--- src/rtl/core/sss_pkg.sv ---
`timescale 1ns / 1ps
package sss_pkg;
    localparam int MAX_NEEDLE = 32;
    localparam int FILL_W     = $clog2(MAX_NEEDLE + 1);
    localparam int IDX_W      = $clog2(MAX_NEEDLE);
    localparam int CFG_REGS   = 5;
    localparam int CFG_IDX_W  = 3;
    localparam int QDEPTH     = 2;

    // Register indexes
    localparam logic [CFG_IDX_W-1:0] REG_LEN = 3'd0;

    // Action codes
    localparam logic ACT_FEED    = 1'b0;
    localparam logic ACT_RESTART = 1'b1;

    typedef struct packed {
        logic       action;
        logic [7:0] data_byte;
        logic       chunk_end;
    } t_in_item;

    typedef struct packed {
        logic        found;
        logic        match_now;
        logic        ignored;
        logic [31:0] total_analyzed;
        logic [15:0] chunk_taken;
    } t_out_item;
endpackage

--- src/rtl/core/streaming_substring_search.sv ---
`timescale 1ns / 1ps
// Streaming substring search: finds the first occurrence of a configured needle
// (1..MAX_NEEDLE bytes) in a byte stream. One byte per clock is accepted while the
// queue has room; each transaction yields one result, which passes only through the
// queue and the output register, as the whole window is compared in parallel against
// a shift line of recent bytes. A two-entry queue decouples input from the compare
// stage; an output register decouples the sink. Configuration writes take effect at
// once, so they should only be made while no transaction is in flight.
module streaming_substring_search import sss_pkg::*; (
    input  logic                 i_clk,
    input  logic                 i_rst_n,
    input  logic                 i_valid,
    output logic                 o_ready,
    input  t_in_item             i_data,
    output logic                 o_valid,
    input  logic                 i_ready,
    output t_out_item            o_data,
    input  logic                 i_cfg_we,
    input  logic [CFG_IDX_W-1:0] i_cfg_idx,
    input  logic [63:0]          i_cfg_data
);
    logic [5:0]              r_len;
    logic [MAX_NEEDLE*8-1:0] r_needle;
    logic [FILL_W-1:0]       w_len;
    logic                    w_fv, w_br;
    t_in_item                w_fi;

    // Configuration registers
    always_ff @(posedge i_clk) begin
        if (!i_rst_n) begin
            r_len    <= 6'd1;
            r_needle <= '0;
        end else if (i_cfg_we) begin
            if (i_cfg_idx == REG_LEN) r_len <= i_cfg_data[5:0];
            else if (int'(i_cfg_idx) < CFG_REGS) begin
                for (int k = 0; k < 8; k++)
                    if ((int'(i_cfg_idx) - 1) * 8 + k < MAX_NEEDLE)
                        r_needle[((int'(i_cfg_idx) - 1) * 8 + k) * 8 +: 8] <=
                            i_cfg_data[k*8 +: 8];
            end
        end
    end

    // Effective length
    always_comb begin
        priority if (r_len == 6'd0) w_len = FILL_W'(1);
        else if (32'(r_len) > MAX_NEEDLE) w_len = FILL_W'(MAX_NEEDLE);
        else w_len = FILL_W'(r_len);
    end

    sss_front u_front (
        .i_clk, .i_rst_n, .i_valid, .o_ready, .i_item(i_data),
        .o_valid(w_fv), .i_ready(w_br), .o_item(w_fi)
    );

    sss_back u_back (
        .i_clk, .i_rst_n, .i_valid(w_fv), .o_ready(w_br), .i_item(w_fi),
        .i_needle(r_needle), .i_len(w_len),
        .o_valid, .i_ready, .o_item(o_data)
    );
endmodule

--- src/rtl/core/sss_front.sv ---
`timescale 1ns / 1ps
// Front end: input register slice with queue of accepted transactions
module sss_front import sss_pkg::*; (
    input  logic     i_clk,
    input  logic     i_rst_n,
    input  logic     i_valid,
    output logic     o_ready,
    input  t_in_item i_item,
    output logic     o_valid,
    input  logic     i_ready,
    output t_in_item o_item
);
    t_in_item   r_q [QDEPTH];
    logic [1:0] r_cnt;
    logic       r_wp, r_rp;
    logic       w_push, w_pop;

    assign o_ready = (r_cnt != 2'(QDEPTH));
    assign o_valid = (r_cnt != 2'd0);
    assign o_item  = r_q[r_rp];
    assign w_push  = i_valid && o_ready;
    assign w_pop   = o_valid && i_ready;

    always_ff @(posedge i_clk) begin
        if (!i_rst_n) begin
            r_cnt <= '0;
            r_wp  <= 1'b0;
            r_rp  <= 1'b0;
        end else begin
            if (w_push) r_wp <= ~r_wp;
            if (w_pop)  r_rp <= ~r_rp;
            r_cnt <= r_cnt + 2'(w_push) - 2'(w_pop);
        end
        if (w_push) r_q[r_wp] <= i_item;
    end
endmodule

--- src/rtl/core/sss_back.sv ---
`timescale 1ns / 1ps
// Back end: history shift line, parallel window compare, counters, output register
module sss_back import sss_pkg::*; (
    input  logic                   i_clk,
    input  logic                   i_rst_n,
    input  logic                   i_valid,
    output logic                   o_ready,
    input  t_in_item               i_item,
    input  logic [MAX_NEEDLE*8-1:0] i_needle,
    input  logic [FILL_W-1:0]      i_len,
    output logic                   o_valid,
    input  logic                   i_ready,
    output t_out_item              o_item
);
    logic [7:0]        r_hist [MAX_NEEDLE];
    logic [FILL_W-1:0] r_fill;
    logic              r_found;
    logic [31:0]       r_total;
    logic [15:0]       r_chunk;
    logic              r_ov;
    t_out_item         r_out;

    logic              w_take, w_match;
    logic [7:0]        n_hist [MAX_NEEDLE];
    logic [FILL_W-1:0] n_fill;
    logic [31:0]       n_total;
    logic [15:0]       n_chunk;

    assign o_ready = !r_ov || i_ready;
    assign w_take  = i_valid && o_ready;
    assign o_valid = r_ov;
    assign o_item  = r_out;

    // Next history and window compare
    always_comb begin
        n_hist[0] = i_item.data_byte;
        for (int k = 1; k < MAX_NEEDLE; k++) n_hist[k] = r_hist[k-1];
        n_fill  = (r_fill == FILL_W'(MAX_NEEDLE)) ? r_fill : r_fill + 1'b1;
        n_total = (r_total == '1) ? r_total : r_total + 32'd1;
        n_chunk = (r_chunk == '1) ? r_chunk : r_chunk + 16'd1;
        w_match = (n_fill >= i_len);
        for (int k = 0; k < MAX_NEEDLE; k++) begin
            if (FILL_W'(k) < i_len &&
                i_needle[k*8 +: 8] != n_hist[IDX_W'(i_len - FILL_W'(k) - 1'b1)])
                w_match = 1'b0;
        end
    end

    always_ff @(posedge i_clk) begin
        if (!i_rst_n) begin
            r_fill  <= '0;
            r_found <= 1'b0;
            r_total <= '0;
            r_chunk <= '0;
            r_ov    <= 1'b0;
        end else begin
            if (w_take) r_ov <= 1'b1;
            else if (i_ready) r_ov <= 1'b0;
            if (w_take) begin
                priority if (i_item.action == ACT_RESTART) begin
                    r_fill  <= '0;
                    r_found <= 1'b0;
                    r_total <= '0;
                    r_chunk <= '0;
                    r_out   <= '0;
                end else if (r_found) begin
                    r_out <= '{1'b1, 1'b0, 1'b1, r_total, r_chunk};
                    if (i_item.chunk_end) r_chunk <= '0;
                end else begin
                    r_hist  <= n_hist;
                    r_fill  <= n_fill;
                    r_total <= n_total;
                    r_chunk <= i_item.chunk_end ? 16'd0 : n_chunk;
                    r_found <= w_match;
                    r_out   <= '{w_match, w_match, 1'b0, n_total, n_chunk};
                end
            end
        end
    end
endmodule

--- config.mk ---
export PLATFORM = sky130hd
export DESIGN_NAME = streaming_substring_search
export DESIGN_NICKNAME = d
export VERILOG_FILES = /design/src/rtl/core/sss_pkg.sv /design/src/rtl/core/streaming_substring_search.sv /design/src/rtl/core/sss_front.sv /design/src/rtl/core/sss_back.sv
export SDC_FILE = /design/constraint.sdc
export NUM_CORES = 2
export LEC_CHECK = 0
export BUFFER_PORTS_ARGS = -buffer_cell sky130_fd_sc_hd__buf_2
export CAP_MARGIN = 25
export CORE_MARGIN = 4
export CORE_UTILIZATION = 40
export DETAILED_ROUTE_END_ITERATION = 12
export GPL_ROUTABILITY_DRIVEN = 1
export PLACE_DENSITY_LB_ADDON = 0.12
export REMOVE_ABC_BUFFERS = 1
export SLEW_MARGIN = 20
export SYNTH_ARGS = -nofsm -noshare
export SYNTH_HDL_FRONTEND = slang
export SYNTH_SLANG_ARGS = --single-unit
--- constraint.sdc ---
create_clock -name i_clk -period 43.3 [get_ports i_clk]
set_input_delay 8.66 -clock i_clk [delete_from_list [all_inputs] [get_ports i_clk]]
set_output_delay 8.66 -clock i_clk [all_outputs]
set_load 0.005 [all_outputs]
==> impl_metrics.tcl <==
set metrics [dict create \
    synth_seq_area_share_pct 30.7 \
    tns_ps 0 \
    p_int_mw 1.36 \
    outcome "completed" \
    critPathBufInv 5 \
    postCtsSetupBuffers 0 \
    p_clk_share_pct 31.6 \
    path_delay_family "buffers and inverters" \
    synth_area_leaders "edfxtp_1, dfxtp_1, mux2i_1" \
    htreeDepth 3 \
    seqPwrFrac_pct 35.0 \
    worstPathRequired_ps 43600 \
    fin_area_um2 57100 \
    dp_hpwl_um 199000 \
    finalClockSkew_ps 46.1 \
    powerDensity_nw_per_um2 39.8 \
    grt.overflow.total 0 \
    hold_path.class "flip-flop to flip-flop" \
    async_flop_share_pct 0 \
    drc 0 \
    grt_max_degree 155 \
    core_area_um2 129000 \
    maxCapViolations 0 \
    first_pass_iters 9 \
    critPathSlowestCell "inv_8" \
    ir_drop_v 0.0000293 \
    drive_gt1_share_pct 11.5 \
    synth.distinct_cells 109 \
    ios 135 \
    die_w_um 369 \
    final_antenna_net_count 0 \
    clk_path_buf_depth 3 \
    power_switching_mw 0.911 \
    syn-instance-count 6221 \
    rows 132 \
    area_growth_syn_to_layout_pct 9.48 \
    numCtsBuffers 79 \
    clockRootBuffer "clkbuf_16" \
    routed_via_density 6.81 \
    start_util_pct 40.3 \
    syn_area_um2 52200 \
    dp_slack_ps 31070 \
    drtIter0Drc 8873 \
    arrival_ps 11850 \
    portBuffers 134 \
    rsz0062_at_grt "no" \
    critical_path.most_common_cell "buf_4" \
    dieArea_um2 136000 \
    tritoncts "done" \
    synth_seq_cells 642 \
    slowest_delay_ps 630 \
    startpoint_type "input pin" \
    dr_total_vias 53900 \
    p_comb_share_pct 33.5 \
    setup_viol 0 \
    synthFlopType "dfxtp_1" \
    critical_path_class "input pin to flip-flop" \
    fmax_mhz 86.6 \
    antenna_found_initial 16 \
    cp_cell_sequence "buf_2 -> nor2b_1 -> or2_2 -> nor2_4 -> buf_4 -> nand2_1 -> buf_4 -> inv_8 -> buf_12" \
    cts_hold_buf 0 \
    synth.top_cell.area_share_pct 18.4 \
    swShare_pct 40.1 \
    grt_pass1_wl_um 379000 \
    clock_latency_ps 720 \
    yosys_warnings 0 \
    die_y_um 369 \
    critPathCaptureType "flip-flop" \
    wire_per_inst_um 34.5 \
    power_leakage_nw 20.0 \
    post-route-min-period_ps 11550 \
    synth_edf_count 319 \
    worstPathMaxFanout 154 \
    clock-sinks 642 \
    drv_slew 0 \
    grt_pass1_vias 48800 \
    post-route-period-util_pct 26.7 \
    globalRouteTotalUtil_pct 38.4 \
    post_cts_resized 0 \
    wl_um 273000 \
    place_area_um2 54300 \
    finalHoldViolations 0 \
    yosysTopAreaCell "edfxtp_1" \
    nFillCells 13000 \
    nNetsFinal 6205 \
    fin_ws_ps 31750 \
    gp_congestion 1.07 \
    slew_headroom_pct 11.3 \
    synth.avg_cell_area_um2 8.39 \
    path_clk_slew_ps 60 \
    tightestPinTransition_ps 1330 \
]
## worst register-to-register path, stage by stage (launching register included)
cell and delay (ps):
dfxtp_2 310, buf_4 250, nor4_4 320, buf_4 320, o21ai_4 120, inv_6 350
ha_2 840, buf_4 600, nor2_1 170, o21ai_4 100, buf_4 440, a21oi_1 120
a22oi_1 940, mux2i_1 580, a22o_1 360, o21a_1 170, nor4b_1 300, nand4_1 440
a2111oi_2 510, buf_4 280, nand4_1 460, nor4b_1 680, nor2b_1 210
## Yosys cell counts, drive strengths merged, types with 39 or more instances
master / n
xor2: 184
o2111ai: 39
inv: 71
a22oi: 158
mux2i: 560
edfxtp: 319
mux2: 41
nand2: 859
or3: 80
nand3: 280
o221ai: 45
mux4: 90
o22ai: 74
clkbuf: 240
nor4: 39
o211ai: 75
buf: 287
a21oi: 494
nand4: 67
o21ai: 210
nor3: 321
xnor2: 218
nor2: 341
dfxtp: 323
nand2b: 65
a211oi: 46
a31oi: 56
## cells in the final DEF, fill, tap and decap left out, types with 156 or more instances in the layout
cell type	count
a22oi_1	156
nand2_1	855
edfxtp_1	319
nor2_1	335
a21oi_1	489
o21ai_0	196
buf_4	178
mux2i_1	552
xor2_1	184
nand3_1	278
dfxtp_1	318
nor3_1	316
xnor2_1	213
## layout make-up
class | instances | area [um^2] | share of cell area [%]
inverter | 74 | 298 | 0.521
antenna | 8 | 20.0 | 0.0350
tap | 1742 | 2180 | 3.81
clock buffer | 109 | 2240 | 3.91
sequential | 642 | 16100 | 28.1
clock inverter | 37 | 508 | 0.889
timing repair buffer | 326 | 2170 | 3.80
multi-input combinational | 4977 | 33700 | 58.9
## flip-flops by register name (all words and copies together), names as in the netlist, named ones only
register,cells
u_back.r_total,32
u_back.o_valid,1
u_back.r_chunk,16
u_back.r_found,1
u_back.r_fill,6
u_front.r_cnt,2
u_front.r_rp,1
r_needle,256
u_back.o_item,51
u_front.r_q,20
r_len,6
u_front.r_wp,1
u_back.n_hist,248
## metrics by stage
step | power, mW | utilization [%] | hold slack (ps) | std cells
after floorplan | 1.20 | - | 436 | 5693
after global placement | 1.52 | 41.9 | 445 | 7748
after detailed placement | 1.53 | 42.0 | 452 | 7758
after CTS | 2.24 | 44.1 | 466 | 7904
after global routing | 2.33 | 44.1 | 484 | 7907
final | 2.27 | 44.1 | 465 | 7915
## worst paths after layout
| check | cells past startpoint | endpoint | slack (ps) | from |
|---|---|---|---|---|
| worst min-delay path | 2 | r_needle[91]$_SDFFE_PN0P_ | 470 | r_needle[91]$_SDFFE_PN0P_ |
| worst max register to register | 22 | u_back.o_item[49]$_SDFFCE_PP0P_ | 34320 | r_len[2]$_SDFFE_PN0P_ |
| worst min register to register | 2 | r_needle[91]$_SDFFE_PN0P_ | 470 | r_needle[91]$_SDFFE_PN0P_ |
| worst max-delay path | 9 | u_back.n_hist[141]$_DFFE_PP_ | 31750 | i_ready |
## power by group through the flow
| stage | clock network [mW] | logic [mW] | registers [mW] |
|---|---|---|---|
| 6_report | 0.718 | 0.761 | 0.795 |
| 5_1_grt | 0.752 | 0.785 | 0.796 |
| 4_1_cts | 0.725 | 0.729 | 0.787 |
| 3_5_place_dp | 0 | 0.726 | 0.800 |
| 3_3_place_gp | 0 | 0.721 | 0.799 |
| 2_1_floorplan | 0 | 0.427 | 0.777 |
## logic make-up after synthesis
kind of cell	synth area share, %
XOR/XNOR	6.76
buffers and inverters	5.31
AO/OA/AOI/OAI	20.6
AND/OR/NAND/NOR	20.5
flip-flops	30.7
adder cells (fa/ha/maj)	0.571
multiplexers	15.5
## layer usage
layer  vias to the layer above  wire [um]  track usage [%]
met4                         4      23900             27.5
met2                      3578     109000             53.7
met5                         -         26                0
met3                       843      33900             11.9
li1                      23200          -                -
met1                     26300     106000             49.9
Power figures use the tool's default switching activity.
